$ cat config.mk
export PLATFORM = sky130hd
export DESIGN_NAME = multi_alarm_matcher_snooze
export DESIGN_NICKNAME = d
export VERILOG_FILES = /design/src/rtl/mams_pkg.sv /design/src/rtl/mams_table.sv /design/src/rtl/mams_ctrl.sv /design/src/rtl/multi_alarm_matcher_snooze.sv
export VERILOG_INCLUDE_DIRS = /design/src /design/src/rtl
export SDC_FILE = /design/constraint.sdc
export NUM_CORES = 1
export LEC_CHECK = 0
export BUFFER_PORTS_ARGS = -buffer_cell sky130_fd_sc_hd__clkbuf_2
export CORE_AREA = 3 3 166 249
export CTS_BUF_LIST = sky130_fd_sc_hd__clkbuf_16
export CTS_CLUSTER_SIZE = 25
export DETAILED_ROUTE_END_ITERATION = 10
export DIE_AREA = 0 0 169 252
export PLACE_DENSITY = 0.77
export SLEW_MARGIN = 30
export SYNTH_ARGS = -nofsm -noshare
export SYNTH_HDL_FRONTEND = slang
export SYNTH_SLANG_ARGS = --single-unit
export TNS_END_PERCENT = 100
$ cat constraint.sdc
create_clock -name i_clk -period 7.02 [get_ports i_clk]
set_input_delay 1.755 -clock i_clk [delete_from_list [all_inputs] [get_ports i_clk]]
set_output_delay 1.755 -clock i_clk [all_outputs]
set_load 0.01 [all_outputs]
$ cat src/rtl/assert_macros.svh
// Assertion macros for the RTL; included by mams_ctrl.sv.
`ifndef ASSERT_MACROS_SVH
`define ASSERT_MACROS_SVH

// Property checked at every rising clock edge outside of reset.
`define ASSERT_CLK(label, clk, rst_n, prop, msg) \
    label: assert property (@(posedge clk) disable iff (!rst_n) (prop)) else $error(msg);

// Condition that must never be true outside of reset.
`define ASSERT_NEVER(label, clk, rst_n, cond, msg) \
    label: assert property (@(posedge clk) disable iff (!rst_n) !(cond)) else $error(msg);

`endif

$ cat src/rtl/mams_pkg.sv
package mams_pkg;

    localparam int SLOT_ADDR_W = 6;

    typedef enum logic [1:0] {
        OP_CHECK  = 2'd0,
        OP_SNOOZE = 2'd1,
        OP_STOP   = 2'd2,
        OP_LOAD   = 2'd3
    } t_op;

    typedef enum logic [1:0] {
        MODE_ONCE     = 2'd0,
        MODE_DAILY    = 2'd1,
        MODE_WEEKDAYS = 2'd2,
        MODE_WEEKENDS = 2'd3
    } t_mode;

    typedef enum logic [1:0] {
        S_IDLE,
        S_EXEC,
        S_SCAN,
        S_DONE
    } t_state;

    typedef struct packed {
        logic        slot_enable;
        t_mode       repeat_mode;
        logic [2:0]  slot;
        logic [31:0] now_ms;
        logic [4:0]  day;
        logic [3:0]  month;
        logic [13:0] year;
        logic [2:0]  weekday;
        logic [5:0]  second;
        logic [5:0]  minute;
        logic [4:0]  hour;
    } t_in_item;

    localparam int IN_ITEM_W  = $bits(t_in_item);
    localparam int IN_TDATA_W = ((IN_ITEM_W + 7) / 8) * 8;

    typedef struct packed {
        logic       stop_sound;
        logic       start_sound;
        logic [2:0] active_slot;
        logic       active_valid;
        logic       snoozed;
        logic       ringing;
    } t_result;

    localparam int OUT_TDATA_W = $bits(t_result);

    typedef struct packed {
        logic [4:0]  hour;
        logic [5:0]  minute;
        t_mode       mode;
        logic        enabled;
        logic [13:0] last_year;
        logic [3:0]  last_month;
        logic [4:0]  last_day;
    } t_slot;

    typedef struct packed {
        logic                   en;
        logic [SLOT_ADDR_W-1:0] addr;
        t_slot                  data;
    } t_wr_req;

endpackage

$ cat src/rtl/mams_table.sv
module mams_table #(
    parameter int NUM_SLOTS = 8,
    localparam int SLOT_W = (NUM_SLOTS > 1) ? $clog2(NUM_SLOTS) : 1
) (
    input  logic                 i_clk,
    input  logic                 i_rst_n,
    input  logic                 i_rd_en,
    input  logic [SLOT_W-1:0]    i_rd_addr,
    output mams_pkg::t_slot      o_rd_data,
    input  mams_pkg::t_wr_req    i_wr
);

    mams_pkg::t_slot        r_mem [NUM_SLOTS];
    logic [NUM_SLOTS-1:0]   r_vld;
    mams_pkg::t_slot        r_q;
    logic                   r_q_vld;
    logic [SLOT_W-1:0]      wr_idx;

    assign wr_idx = i_wr.addr[SLOT_W-1:0];

    always_ff @(posedge i_clk) begin
        if (i_wr.en) begin
            r_mem[wr_idx] <= i_wr.data;
        end
        if (i_rd_en) begin
            r_q     <= r_mem[i_rd_addr];
            r_q_vld <= r_vld[i_rd_addr];
        end
    end

    always_ff @(posedge i_clk) begin
        if (!i_rst_n) begin
            r_vld <= '0;
        end else if (i_wr.en) begin
            r_vld[wr_idx] <= 1'b1;
        end
    end

    // An entry never written since reset reads as a disabled slot with a zero date.
    assign o_rd_data = r_q_vld ? r_q : '0;

endmodule

$ cat src/rtl/mams_ctrl.sv
`include "assert_macros.svh"

module mams_ctrl #(
    parameter int NUM_SLOTS = 8,
    localparam int SLOT_W = (NUM_SLOTS > 1) ? $clog2(NUM_SLOTS) : 1
) (
    input  logic                 i_clk,
    input  logic                 i_rst_n,
    input  logic [21:0]          i_snooze_len,
    input  logic                 i_in_valid,
    output logic                 o_in_ready,
    input  mams_pkg::t_op        i_op,
    input  mams_pkg::t_in_item   i_item,
    output logic                 o_res_valid,
    input  logic                 i_res_ready,
    output mams_pkg::t_result    o_res,
    output logic                 o_rd_en,
    output logic [SLOT_W-1:0]    o_rd_addr,
    input  mams_pkg::t_slot      i_rd_data,
    output mams_pkg::t_wr_req    o_wr
);

    localparam logic [SLOT_W-1:0] LAST_SLOT = SLOT_W'(NUM_SLOTS - 1);

    mams_pkg::t_state   r_state, n_state;
    mams_pkg::t_op      r_op, n_op;
    mams_pkg::t_in_item r_item, n_item;
    logic               r_ring, n_ring;
    logic               r_snooze, n_snooze;
    logic               r_act_vld, n_act_vld;
    logic [SLOT_W-1:0]  r_act_idx, n_act_idx;
    logic [31:0]        r_deadline, n_deadline;
    logic               r_start, n_start;
    logic               r_stop, n_stop;
    logic [SLOT_W-1:0]  r_rd_addr, n_rd_addr;
    logic               r_rd_done, n_rd_done;
    logic               r_q_pend, n_q_pend;
    logic [SLOT_W-1:0]  r_q_idx, n_q_idx;
    logic               r_q_last, n_q_last;
    mams_pkg::t_slot    ent;
    logic               hit;
    logic [7:0]         act_ext;

    function automatic logic day_allowed(mams_pkg::t_mode mode, logic [2:0] wd);
        logic ok;
        case (mode)
            mams_pkg::MODE_WEEKDAYS: ok = (wd >= 3'd1) && (wd <= 3'd5);
            mams_pkg::MODE_WEEKENDS: ok = (wd == 3'd0) || (wd == 3'd6);
            default:                 ok = 1'b1;
        endcase
        return ok;
    endfunction

    assign ent = i_rd_data;
    assign hit = ent.enabled
              && (ent.hour == r_item.hour)
              && (ent.minute == r_item.minute)
              && (r_item.second == 6'd0)
              && day_allowed(ent.mode, r_item.weekday)
              && !((ent.last_year == r_item.year)
                   && (ent.last_month == r_item.month)
                   && (ent.last_day == r_item.day));

    assign act_ext = 8'(r_act_idx);

    always_comb begin
        o_res.ringing      = r_ring;
        o_res.snoozed      = r_snooze;
        o_res.active_valid = r_act_vld;
        o_res.active_slot  = r_act_vld ? act_ext[2:0] : 3'd0;
        o_res.start_sound  = r_start;
        o_res.stop_sound   = r_stop;
    end

    always_ff @(posedge i_clk) begin
        if (!i_rst_n) begin
            r_state    <= mams_pkg::S_IDLE;
            r_ring     <= 1'b0;
            r_snooze   <= 1'b0;
            r_act_vld  <= 1'b0;
            r_act_idx  <= '0;
            r_deadline <= '0;
            r_start    <= 1'b0;
            r_stop     <= 1'b0;
            r_rd_done  <= 1'b1;
            r_q_pend   <= 1'b0;
        end else begin
            r_state    <= n_state;
            r_ring     <= n_ring;
            r_snooze   <= n_snooze;
            r_act_vld  <= n_act_vld;
            r_act_idx  <= n_act_idx;
            r_deadline <= n_deadline;
            r_start    <= n_start;
            r_stop     <= n_stop;
            r_rd_done  <= n_rd_done;
            r_q_pend   <= n_q_pend;
        end
    end

    always_ff @(posedge i_clk) begin
        r_op      <= n_op;
        r_item    <= n_item;
        r_rd_addr <= n_rd_addr;
        r_q_idx   <= n_q_idx;
        r_q_last  <= n_q_last;
    end

    always_comb begin
        n_state     = r_state;
        n_op        = r_op;
        n_item      = r_item;
        n_ring      = r_ring;
        n_snooze    = r_snooze;
        n_act_vld   = r_act_vld;
        n_act_idx   = r_act_idx;
        n_deadline  = r_deadline;
        n_start     = r_start;
        n_stop      = r_stop;
        n_rd_addr   = r_rd_addr;
        n_rd_done   = r_rd_done;
        n_q_pend    = 1'b0;
        n_q_idx     = r_q_idx;
        n_q_last    = r_q_last;
        o_in_ready  = 1'b0;
        o_res_valid = 1'b0;
        o_rd_en     = 1'b0;
        o_rd_addr   = r_rd_addr;
        o_wr        = '0;

        case (r_state)
            mams_pkg::S_IDLE: begin
                o_in_ready = 1'b1;
                if (i_in_valid) begin
                    n_op    = i_op;
                    n_item  = i_item;
                    n_start = 1'b0;
                    n_stop  = 1'b0;
                    n_state = mams_pkg::S_EXEC;
                end
            end
            mams_pkg::S_EXEC: begin
                n_state = mams_pkg::S_DONE;
                case (r_op)
                    mams_pkg::OP_CHECK: begin
                        if (r_snooze && (r_item.now_ms >= r_deadline)) begin
                            n_ring   = 1'b1;
                            n_snooze = 1'b0;
                            n_start  = 1'b1;
                        end else if (!r_ring) begin
                            n_state   = mams_pkg::S_SCAN;
                            n_rd_addr = '0;
                            n_rd_done = 1'b0;
                        end
                    end
                    mams_pkg::OP_SNOOZE: begin
                        if (r_ring) begin
                            n_ring     = 1'b0;
                            n_snooze   = 1'b1;
                            n_deadline = r_item.now_ms + 32'(i_snooze_len);
                            n_stop     = 1'b1;
                        end
                    end
                    mams_pkg::OP_STOP: begin
                        if (r_ring || r_snooze) begin
                            n_ring    = 1'b0;
                            n_snooze  = 1'b0;
                            n_act_vld = 1'b0;
                            n_act_idx = '0;
                            n_stop    = 1'b1;
                        end
                    end
                    mams_pkg::OP_LOAD: begin
                        if (7'(r_item.slot) < 7'(NUM_SLOTS)) begin
                            o_wr.en              = 1'b1;
                            o_wr.addr            = mams_pkg::SLOT_ADDR_W'(r_item.slot);
                            o_wr.data.hour       = r_item.hour;
                            o_wr.data.minute     = r_item.minute;
                            o_wr.data.mode       = r_item.repeat_mode;
                            o_wr.data.enabled    = r_item.slot_enable;
                            o_wr.data.last_year  = '0;
                            o_wr.data.last_month = '0;
                            o_wr.data.last_day   = '0;
                        end
                    end
                    default: n_state = mams_pkg::S_DONE;
                endcase
            end
            mams_pkg::S_SCAN: begin
                if (!r_rd_done) begin
                    o_rd_en   = 1'b1;
                    n_q_pend  = 1'b1;
                    n_q_idx   = r_rd_addr;
                    n_q_last  = (r_rd_addr == LAST_SLOT);
                    n_rd_addr = r_rd_addr + 1'b1;
                    n_rd_done = (r_rd_addr == LAST_SLOT);
                end
                if (r_q_pend && hit) begin
                    // The lowest matching slot fires and the scan ends here.
                    n_act_idx            = r_q_idx;
                    n_act_vld            = 1'b1;
                    n_ring               = 1'b1;
                    n_start              = 1'b1;
                    o_wr.en              = 1'b1;
                    o_wr.addr            = mams_pkg::SLOT_ADDR_W'(r_q_idx);
                    o_wr.data            = ent;
                    o_wr.data.enabled    = ent.mode != mams_pkg::MODE_ONCE;
                    o_wr.data.last_year  = r_item.year;
                    o_wr.data.last_month = r_item.month;
                    o_wr.data.last_day   = r_item.day;
                    n_rd_done            = 1'b1;
                    n_q_pend             = 1'b0;
                    n_state              = mams_pkg::S_DONE;
                end else if (r_q_pend && r_q_last) begin
                    n_state = mams_pkg::S_DONE;
                end
            end
            mams_pkg::S_DONE: begin
                o_res_valid = 1'b1;
                if (i_res_ready) begin
                    n_state = mams_pkg::S_IDLE;
                end
            end
            default: n_state = mams_pkg::S_IDLE;
        endcase
    end

    `ASSERT_CLK(a_start_rings, i_clk, i_rst_n, r_start |-> r_ring,
        "Sound start flagged while the alarm is not ringing.")
    `ASSERT_CLK(a_alarm_has_slot, i_clk, i_rst_n, (r_ring || r_snooze) |-> r_act_vld,
        "Alarm ringing or snoozed without an active slot.")
    `ASSERT_CLK(a_write_state, i_clk, i_rst_n,
        o_wr.en |-> (r_state == mams_pkg::S_EXEC || r_state == mams_pkg::S_SCAN),
        "Slot table written outside of execution.")
    `ASSERT_NEVER(a_start_and_stop, i_clk, i_rst_n, r_start && r_stop,
        "Sound start and stop flagged for the same request.")

endmodule

$ cat src/rtl/multi_alarm_matcher_snooze.sv
// Alarm matcher with snooze. Each request carries an operation in s_axis_tuser (check time,
// snooze, stop or load slot) and time, date and slot fields in s_axis_tdata; every request
// returns one status result on m_axis. Snooze, stop, load and a check that ends a snooze go
// from the execute state straight to the done state; a check that scans the slot table first
// runs a scan state, reading the synchronous table memory one slot per cycle and stopping at
// the first slot that fires. The snooze length register resets to 300000 ms; the user must
// write it through i_cfg_we and i_cfg_wdata only while no request is in flight (not enforced).
module multi_alarm_matcher_snooze #(
    parameter int NUM_SLOTS = 8
) (
    input  logic                                i_clk,
    input  logic                                i_rst_n,
    input  logic                                i_cfg_we,
    input  logic [21:0]                         i_cfg_wdata,
    input  logic                                s_axis_tvalid,
    output logic                                s_axis_tready,
    // Fields from bit 0: hour, minute, second, weekday, year, month, day, now_ms, slot,
    // repeat_mode, slot_enable, zero padding.
    input  logic [mams_pkg::IN_TDATA_W-1:0]     s_axis_tdata,
    // Fields from bit 0: op.
    input  logic [1:0]                          s_axis_tuser,
    output logic                                m_axis_tvalid,
    input  logic                                m_axis_tready,
    // Fields from bit 0: ringing, snoozed, active_valid, active_slot, start_sound, stop_sound.
    output logic [mams_pkg::OUT_TDATA_W-1:0]    m_axis_tdata
);

    localparam int SLOT_W = (NUM_SLOTS > 1) ? $clog2(NUM_SLOTS) : 1;

    logic [21:0]         r_snooze_len;
    logic                r_out_valid;
    mams_pkg::t_result   r_out_data;
    mams_pkg::t_in_item  in_item;
    mams_pkg::t_op       in_op;
    mams_pkg::t_result   res;
    logic                res_valid;
    logic                res_ready;
    logic                rd_en;
    logic [SLOT_W-1:0]   rd_addr;
    mams_pkg::t_slot     rd_data;
    mams_pkg::t_wr_req   wr;

    assign in_item = mams_pkg::t_in_item'(s_axis_tdata[mams_pkg::IN_ITEM_W-1:0]);
    assign in_op   = mams_pkg::t_op'(s_axis_tuser);

    always_ff @(posedge i_clk) begin
        if (!i_rst_n) begin
            r_snooze_len <= 22'd300000;
        end else if (i_cfg_we) begin
            r_snooze_len <= i_cfg_wdata;
        end
    end

    assign res_ready = !r_out_valid || m_axis_tready;

    always_ff @(posedge i_clk) begin
        if (!i_rst_n) begin
            r_out_valid <= 1'b0;
        end else if (res_ready) begin
            r_out_valid <= res_valid;
        end
    end

    always_ff @(posedge i_clk) begin
        if (res_ready && res_valid) begin
            r_out_data <= res;
        end
    end

    assign m_axis_tvalid = r_out_valid;
    assign m_axis_tdata  = r_out_data;

    mams_ctrl #(
        .NUM_SLOTS (NUM_SLOTS)
    ) u_ctrl (
        .i_clk        (i_clk),
        .i_rst_n      (i_rst_n),
        .i_snooze_len (r_snooze_len),
        .i_in_valid   (s_axis_tvalid),
        .o_in_ready   (s_axis_tready),
        .i_op         (in_op),
        .i_item       (in_item),
        .o_res_valid  (res_valid),
        .i_res_ready  (res_ready),
        .o_res        (res),
        .o_rd_en      (rd_en),
        .o_rd_addr    (rd_addr),
        .i_rd_data    (rd_data),
        .o_wr         (wr)
    );

    mams_table #(
        .NUM_SLOTS (NUM_SLOTS)
    ) u_table (
        .i_clk     (i_clk),
        .i_rst_n   (i_rst_n),
        .i_rd_en   (rd_en),
        .i_rd_addr (rd_addr),
        .o_rd_data (rd_data),
        .i_wr      (wr)
    );

endmodule

==> impl_metrics.yaml, run 1 <==
outcome:
  status: "finished clean"
synthesis:
  avgSynthCellArea_um2: 15.5
  synth-seq-cells: 507
  synth_edf_count: 432
  syn-cell-area_um2: 21600
  synth-warning-count: 0
  synth_fp_nets: 1580
  ys_seq_area_share_pct: 66.9
  ys.flop_type: "edfxtp_1"
  async_flop_share_pct: 0
  netlist_instances: 1397
  synth_cell_types: 74
setup_path:
  crit_type: "reg2reg"
  r2r_end: "u_table.r_mem[5][25]$_DFFE_PP_"
  end_kind: "flop"
  cpMostUsedCell: "buf_4"
  rrSetupSlack_ps: 2500
  crit_buf_inv: 3
  max_stage_delay_ps: 580
  crit_required_ps: 7250
  critical_path.top_delay_family: "simple AND/OR/NAND/NOR gates"
  cp.arrival_ps: 4750
  crit_path_cell_trace: "buf_4 > nand4b_1 > o22a_1 > a222oi_1 > nand4_1 > a2111oi_4 > buf_4 > a22oi_2 > nand2b_1 > nor2_4 > buf_4"
  worstRegToRegCells: 11
  worstPathMaxFanout: 26
  critPathLaunchType: "flop"
  reg2reg_from: "u_table.r_q_vld$_DFFE_PP_"
  cpMaxStageDelayCell: "nor2_4"
grt:
  track_usage_pct: 21.5
  grt_pass1_vias: 13100
  grt_first_pass_wirelength_um: 71100
  grt_max_degree: 77
  grt_overflow: 0
  antenna_found_initial: 0
pwr:
  power_frac_seq_pct: 47.1
  p_per_area_nw_per_um2: 318
  p_int_mw: 5.66
  power.leakage_nw: 7.91
  pwr-share-clk_pct: 33.6
  p_sw_share_pct: 27.4
  combPwrFrac_pct: 19.3
  p_sw_mw: 2.14
  ir_drop_mv: 0.273
timing:
  fin_skew_ps: 14.9
  fin_setup_tns_ps: 0
  slew_headroom_pct: 35.1
  period_share_pct: 64.3
  rsz0062_at_grt: "false"
  setup-violations-final: 0
  finalHoldViolCount: 0
  report.final.slew_viol_count: 0
  timing.fmax_ghz: 0.221
  layout_min_cycle_time_ps: 4520
  worst_slew_pin_slew_ps: 972
worst_hold_path:
  min_to: "m_axis_tdata[7]$_DFFE_PP_"
  min_path_cells: 0
  hp-start: "u_ctrl.r_stop$_SDFFE_PN0P_"
  min_path_type: "reg2reg"
clock_tree:
  cts_resized: 0
  cts_hold_buf: 0
  clock_latency_ps: 580
  cts_tree: "done"
  htreeDepth: 2
  clock-sinks: 507
  clkSlewWorstSetupHoldPaths_ps: 60
  clock_path_buffers: 3
  post_cts_buffers: 0
  cts_root_buf: "clkbuf_16"
  cts_made_buffers: 48
layout:
  n_antenna_cell: 0
  fin_nets: 1720
  drive_gt1_share_pct: 22.9
  stdcell_count: 2077
  synthToLayoutAreaGrowth_pct: 13.4
routing:
  wl_per_cell_um: 22.1
  drtIter0Drc: 1050
  drtAntennaViolNets: 0
  wl_um: 45900
  firstDrtPassIters: 5
  via_count: 12600
  via_per_inst: 6.07
  drc_errors: 0
job:
  maxCapViolCount: 0
floorplanning:
  fp.dieW_um: 169
  dieArea_um2: 42600
  die_h_um: 252
  top_level_ports: 127
  core_area_um2: 39300
  row_count: 89
  start_util_pct: 55.1
placement:
  place_hpwl_um: 28700
  port_buffers: 119
  place_congestion: 0.933
  dp_cells: 1987
[area by class of cell]
class	count	area [um^2]
Timing Repair Buffer	144	807
Inverter	56	213
Multi-Input combinational cell	780	6790
Clock buffer	49	1230
Clock inverter	41	407
Fill cell	2827	14800
Sequential cell	507	14500
Tap cell	500	626
[per-layer routing]
| layer | vias up | GRT usage [%] | routed length (um) |
|---|---|---|---|
| li1 | 5754 | - | - |
| met1 | 6248 | 26.2 | 17200 |
| met2 | 495 | 38.0 | 23900 |
| met3 | 116 | 3.13 | 2840 |
| met4 | 0 | 9.91 | 1950 |
| met5 | - | 0 | 0 |
[how the worst max path moves through the flow]
stage,depth (start not counted),end,slack (ps),startpoint
floorplan,10,u_table.r_mem[2][0]$_DFFE_PP_,2420,u_table.r_q_vld$_DFFE_PP_
global route,11,u_table.r_mem[5][25]$_DFFE_PP_,2390,u_table.r_q_vld$_DFFE_PP_
CTS,11,u_table.r_mem[5][28]$_DFFE_PP_,2550,u_table.r_q_vld$_DFFE_PP_
global placement,10,u_table.r_mem[3][16]$_DFFE_PP_,2650,u_table.r_q_vld$_DFFE_PP_
finish,11,u_table.r_mem[5][25]$_DFFE_PP_,2500,u_table.r_q_vld$_DFFE_PP_
detailed placement,11,u_table.r_mem[5][25]$_DFFE_PP_,2540,u_table.r_q_vld$_DFFE_PP_
[state kept, by name, indices dropped and copies added, names as in the netlist]
signal / cells
u_ctrl.r_q_pend: 1
m_axis_tvalid: 1
u_ctrl.r_state: 2
u_table.r_vld: 8
u_ctrl.r_rd_done: 1
u_ctrl.o_rd_addr: 3
m_axis_tdata: 8
u_ctrl.r_deadline: 32
r_snooze_len: 22
u_ctrl.r_q_idx: 3
u_ctrl.r_act_vld: 1
u_ctrl.r_start: 1
u_ctrl.r_q_last: 1
u_table.r_q: 37
u_table.r_q_vld: 1
u_ctrl.r_ring: 1
u_ctrl.r_act_idx: 3
u_ctrl.r_stop: 1
u_ctrl.r_snooze: 1
u_ctrl.r_item: 81
u_ctrl.r_op: 2
u_table.r_mem: 296
[placed cells by master, fill, tap and decap left out, types with 7 or more instances in the layout]
| master | netlist | routed |
|---|---|---|
| clkinv_2 | 0 | 11 |
| nand3_1 | 28 | 28 |
| nand4b_1 | 13 | 13 |
| or3_1 | 13 | 13 |
| clkbuf_2 | 0 | 119 |
| nor2_1 | 64 | 61 |
| o22ai_1 | 13 | 13 |
| dfxtp_1 | 75 | 75 |
| and3_1 | 7 | 7 |
| nand2_1 | 83 | 83 |
| o21a_1 | 19 | 19 |
| nor3_1 | 17 | 17 |
| xnor2_1 | 23 | 23 |
| o21ai_0 | 48 | 48 |
| ha_1 | 65 | 65 |
| and2_1 | 29 | 29 |
| edfxtp_1 | 432 | 432 |
| inv_1 | 56 | 60 |
| xor2_1 | 17 | 17 |
| a21oi_1 | 56 | 56 |
| a22o_1 | 15 | 15 |
| buf_4 | 3 | 23 |
| mux2i_1 | 26 | 26 |
| clkbuf_16 | 0 | 49 |
| mux4_2 | 76 | 76 |
| mux2_2 | 38 | 38 |
| a211oi_1 | 20 | 20 |
| nand4_1 | 11 | 11 |
[synthesized netlist by cell type (4+ instances only)]
master / number / area [um^2]
o22ai_1: 13 / 81.3
o21ai_0: 48 / 240
mux2i_1: 26 / 260
a21o_1: 6 / 45.0
xnor2_1: 23 / 201
buf_2: 5 / 25.0
or3_1: 13 / 81.3
mux4_2: 76 / 1710
a31o_2: 4 / 35.0
a21oi_1: 56 / 280
xor2_1: 17 / 149
a22o_1: 15 / 131
nand2_1: 83 / 312
nand4b_1: 13 / 114
o21a_1: 19 / 143
dfxtp_1: 75 / 1500
a211oi_1: 20 / 150
o21ai_1: 5 / 25.0
nand2b_1: 4 / 25.0
nor2b_1: 5 / 31.3
nor4_1: 5 / 31.3
edfxtp_1: 432 / 13000
buf_1: 10 / 37.5
clkbuf_1: 35 / 131
nand4_1: 11 / 68.8
mux2_2: 38 / 428
nor3_1: 17 / 85.1
a2111oi_0: 4 / 35.0
a31oi_1: 5 / 31.3
nor2_1: 64 / 240
ha_1: 65 / 813
and3_1: 7 / 43.8
and2_1: 29 / 181
nand3_1: 28 / 140
inv_1: 56 / 210
[power groups by stage]
stage               clock network, mW  registers, mW  logic, mW
CTS                              2.68           3.67       1.52
floorplan                           0           3.69       1.12
global route                     2.79           3.69       1.64
global placement                    0           3.73       1.47
detailed placement                  0           3.73       1.51
finish                           2.62           3.67       1.50
[cell families (layout without fill, tap and decap cells)]
logic type                 Yosys count  after routing  share of synthesized area (%)
xor gates and xnor gates            40             40                           1.62
DFF                                507            507                           66.9
muxes                              140            140                           11.1
buffers and inverters              110            290                           2.02
and+or+nand+nor                    297            297                           7.05
AOI/OAI and AO/OA                  237            237                           7.51
adders and majority gates           66             66                           3.85
[stage by stage]
step	area (um^2)	worst slack [ps]	util, %	hold WS [ps]	total power [mW]
floorplan	21600	2420	-	402	4.81
finish	24500	2500	62.4	441	7.80
CTS	24500	2550	62.4	452	7.87
global placement	22900	2650	58.2	410	5.19
detailed placement	22900	2540	58.3	429	5.24
global route	24500	2390	62.4	466	8.13
(Power assumes the default switching activity.)
==> inputs of run 2 (changes only) <==
Clock period 7.02 ns to 4.5 ns, I/O delays scaled along.
==> impl_metrics.yaml, run 2 (synthesis results as in run 1) <==
outcome:
  status: "finished clean"
setup_path:
  rrSetupSlack_ps: 420
  crit_type: "reg2reg"
  crit_required_ps: 4970
  end_kind: "flop"
  worstPathMaxFanout: 30
  cp.arrival_ps: 4550
  critPathLaunchType: "flop"
routing:
  wl_per_cell_um: 22.0
  drtIter0Drc: 890
  drtAntennaViolNets: 0
  firstDrtPassIters: 5
  wl_um: 45500
  via_count: 12400
  drc_errors: 0
  via_per_inst: 5.99
layout:
  fin_nets: 1724
  drive_gt1_share_pct: 22.4
  n_antenna_cell: 0
  synthToLayoutAreaGrowth_pct: 12.8
  top_regs: "u_table.r_mem: 296 flops, u_ctrl.r_item: 81 flops, u_table.r_q: 37 flops"
  final_cell_mix: "edfxtp_1 (432), clkbuf_2 (119), nand2_1 (83)"
  final_common_cell: "edfxtp_1"
  largest_register_ffs: 296
  largest-register: "u_table.r_mem"
  stdcell_count: 2075
clock_tree:
  clock-sinks: 507
  htreeDepth: 2
  cts_root_buf: "clkbuf_16"
  clock_path_buffers: 3
  cts_made_buffers: 46
  cts_tree: "done"
  cts_resized: 0
  clkSlewWorstSetupHoldPaths_ps: 70
  clock_latency_ps: 580
  cts_hold_buf: 0
  post_cts_buffers: 0
floorplanning:
  start_util_pct: 55.1
  dieArea_um2: 42600
  die_h_um: 252
  top_level_ports: 127
  row_count: 89
  fp.dieW_um: 169
  core_area_um2: 39300
placement:
  place_congestion: 0.920
  place_hpwl_um: 28700
  dp_cells: 1993
  port_buffers: 119
grt:
  antenna_found_initial: 0
  grt_pass1_vias: 13100
  grt_max_degree: 79
  grt_overflow: 0
  grt_first_pass_wirelength_um: 71200
  track_usage_pct: 21.6
pwr:
  power.leakage_nw: 7.88
  ir_drop_mv: 0.391
  p_per_area_nw_per_um2: 485
timing:
  setup-violations-final: 0
  fin_skew_ps: 24.1
  worst_slew_pin_slew_ps: 840
  fin_setup_tns_ps: 0
  slew_headroom_pct: 44.0
  rsz0062_at_grt: "false"
  finalHoldViolCount: 0
  layout_min_cycle_time_ps: 4080
  report.final.slew_viol_count: 0
  timing.fmax_ghz: 0.245
  period_share_pct: 90.7
job:
  maxCapViolCount: 0
worst_hold_path:
  min_path_type: "reg2reg"
## run 2: changes by cell type in the layout (fill, tap and decap cells not counted), sizes merged
cell      previous run  this run
bufinv               6         3
clkinvlp             6         2
clkbuf             168       166
buf                 25        31
inv                 65        66
## run 2: per-stage QoR
stage               total power, mW  setup WS [ps]  hold slack, ps  utilization, %  area, um^2
floorplan                      7.51            148             402               -       21700
global placement               8.11            599             411            58.4       23000
detailed placement             8.18            501             420            58.4       23000
CTS                            12.0            459             438            62.1       24400
global route                   12.4            244             453            62.1       24400
finish                         11.8            417             433            62.1       24400
## run 2: power breakdown
group / total [mW] / switching (mW) / leakage [nW] / internal [mW]
Combinational: 2.33 / 1.34 / 2.99 / 0.999
Clock: 3.77 / 1.69 / 0.743 / 2.08
Sequential: 5.74 / 0.242 / 4.14 / 5.49
## run 2: layer usage
layer  track usage (%)  vias up  wire, um
li1                  -     5733         -
met4              8.58        0      1650
met3              2.88      107      2480
met5                 0        -         0
met2              38.7      396     24000
met1              26.5     6200     17400
## run 2: critical path, stage by stage, from the launching register on
cell and delay (ps):
edfxtp_1 690, buf_4 410, nand4b_1 140, o22ai_1 160, o22ai_1 130, nor4_4 610
a2111oi_0 220, o211ai_1 670, and3b_2 460, buf_12 270, o21a_1 180
## run 2: path summary, 6_finish.rpt
kind	start	end	cells after the start
worst max-delay path	u_table.r_q_vld$_DFFE_PP_	u_table.r_vld[0]$_SDFFE_PN0P_	10
worst min-delay path	u_ctrl.r_stop$_SDFFE_PN0P_	m_axis_tdata[7]$_DFFE_PP_	0
worst max register to register	u_table.r_q_vld$_DFFE_PP_	u_table.r_vld[0]$_SDFFE_PN0P_	10
worst min register to register	u_ctrl.r_stop$_SDFFE_PN0P_	m_axis_tdata[7]$_DFFE_PP_	0
## run 2: layout make-up
cell class                      count  area, um^2
Multi-Input combinational cell    780        6790
Timing Repair Buffer              150         861
Fill cell                        2807       14900
Clock inverter                     35         290
Sequential cell                   507       14500
Clock buffer                       47        1180
Inverter                           56         213
Tap cell                          500         626
==> inputs of run 3 (changes only) <==
==> constraint.sdc (replaced) <==
create_clock -name i_clk -period 4.5 [get_ports i_clk]
set_input_delay 0.675 -clock i_clk [delete_from_list [all_inputs] [get_ports i_clk]]
set_output_delay 0.675 -clock i_clk [all_outputs]
set_load 0.01 [all_outputs]
==> impl_metrics.yaml, run 3 (synthesis results as in run 1) <==
setup_path:
  crit_type: "reg2reg"
  end_kind: "flop"
  max_stage_delay_ps: 680
  critPathLaunchType: "flop"
  worstPathMaxFanout: 27
  cpMaxStageDelayCell: "edfxtp_1"
  crit_path_cell_trace: "buf_4 > nand4b_1 > o22ai_1 > o22ai_1 > nor4_4 > a21oi_4 > a31oi_2 > nand2b_1 > nor2_4 > buf_4"
  crit_required_ps: 4700
  cp.arrival_ps: 4190
pwr:
  p_per_area_nw_per_um2: 488
  ir_drop_mv: 0.379
  power.leakage_nw: 7.94
layout:
  top_regs: "u_table.r_mem: 296 flops, u_ctrl.r_item: 81 flops, u_table.r_q: 37 flops"
  fin_nets: 1727
  final_cell_area_um2: 24500
  n_antenna_cell: 0
  synthToLayoutAreaGrowth_pct: 13.2
  n_fill_cell: 2817
  final_cell_mix: "edfxtp_1 (432), clkbuf_2 (119), nand2_1 (83)"
  largest-register: "u_table.r_mem"
  largest_register_ffs: 296
  final_common_cell: "edfxtp_1"
  drive_gt1_share_pct: 22.6
floorplanning:
  top_level_ports: 127
  die_h_um: 252
  start_util_pct: 55.1
  dieArea_um2: 42600
  row_count: 89
  core_area_um2: 39300
  fp.dieW_um: 169
timing:
  timing.fmax_ghz: 0.251
  fin_setup_tns_ps: 0
  finalHoldViolCount: 0
  fin_ws_ps: 512
  period_share_pct: 88.6
  fin_skew_ps: 37.3
  rsz0062_at_grt: "false"
  worst_slew_pin_slew_ps: 907
  slew_headroom_pct: 39.5
  report.final.slew_viol_count: 0
  layout_min_cycle_time_ps: 3990
  setup-violations-final: 0
clock_tree:
  htreeDepth: 2
  cts_tree: "done"
  cts_made_buffers: 47
  cts_root_buf: "clkbuf_16"
  clock_path_buffers: 3
  clkSlewWorstSetupHoldPaths_ps: 70
  clock-sinks: 507
  cts_hold_buf: 0
  cts_resized: 0
  post_cts_buffers: 0
  clock_latency_ps: 590
routing:
  drtAntennaViolNets: 0
  via_per_inst: 6.04
  drc_errors: 0
  via_count: 12600
  wl_um: 45900
  firstDrtPassIters: 7
  drtIter0Drc: 905
  wl_per_cell_um: 22.1
placement:
  placed_area_um2: 23000
  place_congestion: 0.906
  dp_slack_ps: 537
  port_buffers: 119
  place_hpwl_um: 28900
grt:
  busiest_layer: "met2"
  grt_first_pass_wirelength_um: 71400
  track_usage_pct: 21.6
  met3_usage_pct: 2.81
  grt_pass1_vias: 13000
  grt_max_degree: 79
  antenna_found_initial: 0
  use_met1_pct: 26.6
  grt_overflow: 0
  grt_use_met2_pct: 39.0
job:
  maxCapViolCount: 0
outcome:
  status: "finished clean"
worst_hold_path:
  min_path_type: "in2reg"
==> run 3: layout make-up <==
cell class,count,area (um^2),share of cell area (%)
Multi-Input combinational cell,780,6790,27.7
Clock buffer,48,1200,4.90
Timing Repair Buffer,152,892,3.64
Inverter,56,213,0.868
Sequential cell,507,14500,59.1
Clock inverter,39,307,1.25
Tap cell,500,626,2.55
==> run 3: critical path, delay by kind of cell, from the launching register on <==
kind                   cells  cell delay (ps)
AOI/OAI and AO/OA          4             1030
buffers and inverters      2              790
DFF                        1              680
and+or+nand+nor            4             1070
==> run 3: power by group <==
group / internal, mW / switching, mW
sequential: 5.50 / 0.253
clock: 2.13 / 1.72
combinational: 1.03 / 1.33
total: 8.66 / 3.30
==> run 3: final timing paths <==
check	from	end	slack (ps)	cells past startpoint
worst max register to register	u_table.r_q_vld$_DFFE_PP_	u_table.r_mem[5][8]$_DFFE_PP_	510	10
worst max-delay path	u_table.r_q_vld$_DFFE_PP_	u_table.r_mem[5][8]$_DFFE_PP_	510	10
worst min-delay path	s_axis_tdata[26]	u_ctrl.r_item[26]$_DFFE_PP_	260	1
worst min register to register	u_ctrl.r_start$_SDFFE_PN0P_	m_axis_tdata[6]$_DFFE_PP_	440	0
==> run 3: per-layer routing <==
layer	vias to the layer above	wire, um
met1	6291	17600
li1	5761	-
met3	107	2360
met2	421	24400
met5	-	0
met4	0	1610
==> run 3: stage by stage <==
| step | hold slack (ps) | util [%] | total power [mW] | std cells |
|---|---|---|---|---|
| after global placement | 413 | 58.4 | 8.13 | 1994 |
| after detailed placement | 427 | 58.5 | 8.20 | 1994 |
| final | 260 | 62.3 | 12.0 | 2082 |
| after floorplan | 402 | - | 7.51 | 1397 |
| after global routing | 231 | 62.3 | 12.5 | 2082 |
| after CTS | 224 | 62.3 | 12.1 | 2081 |
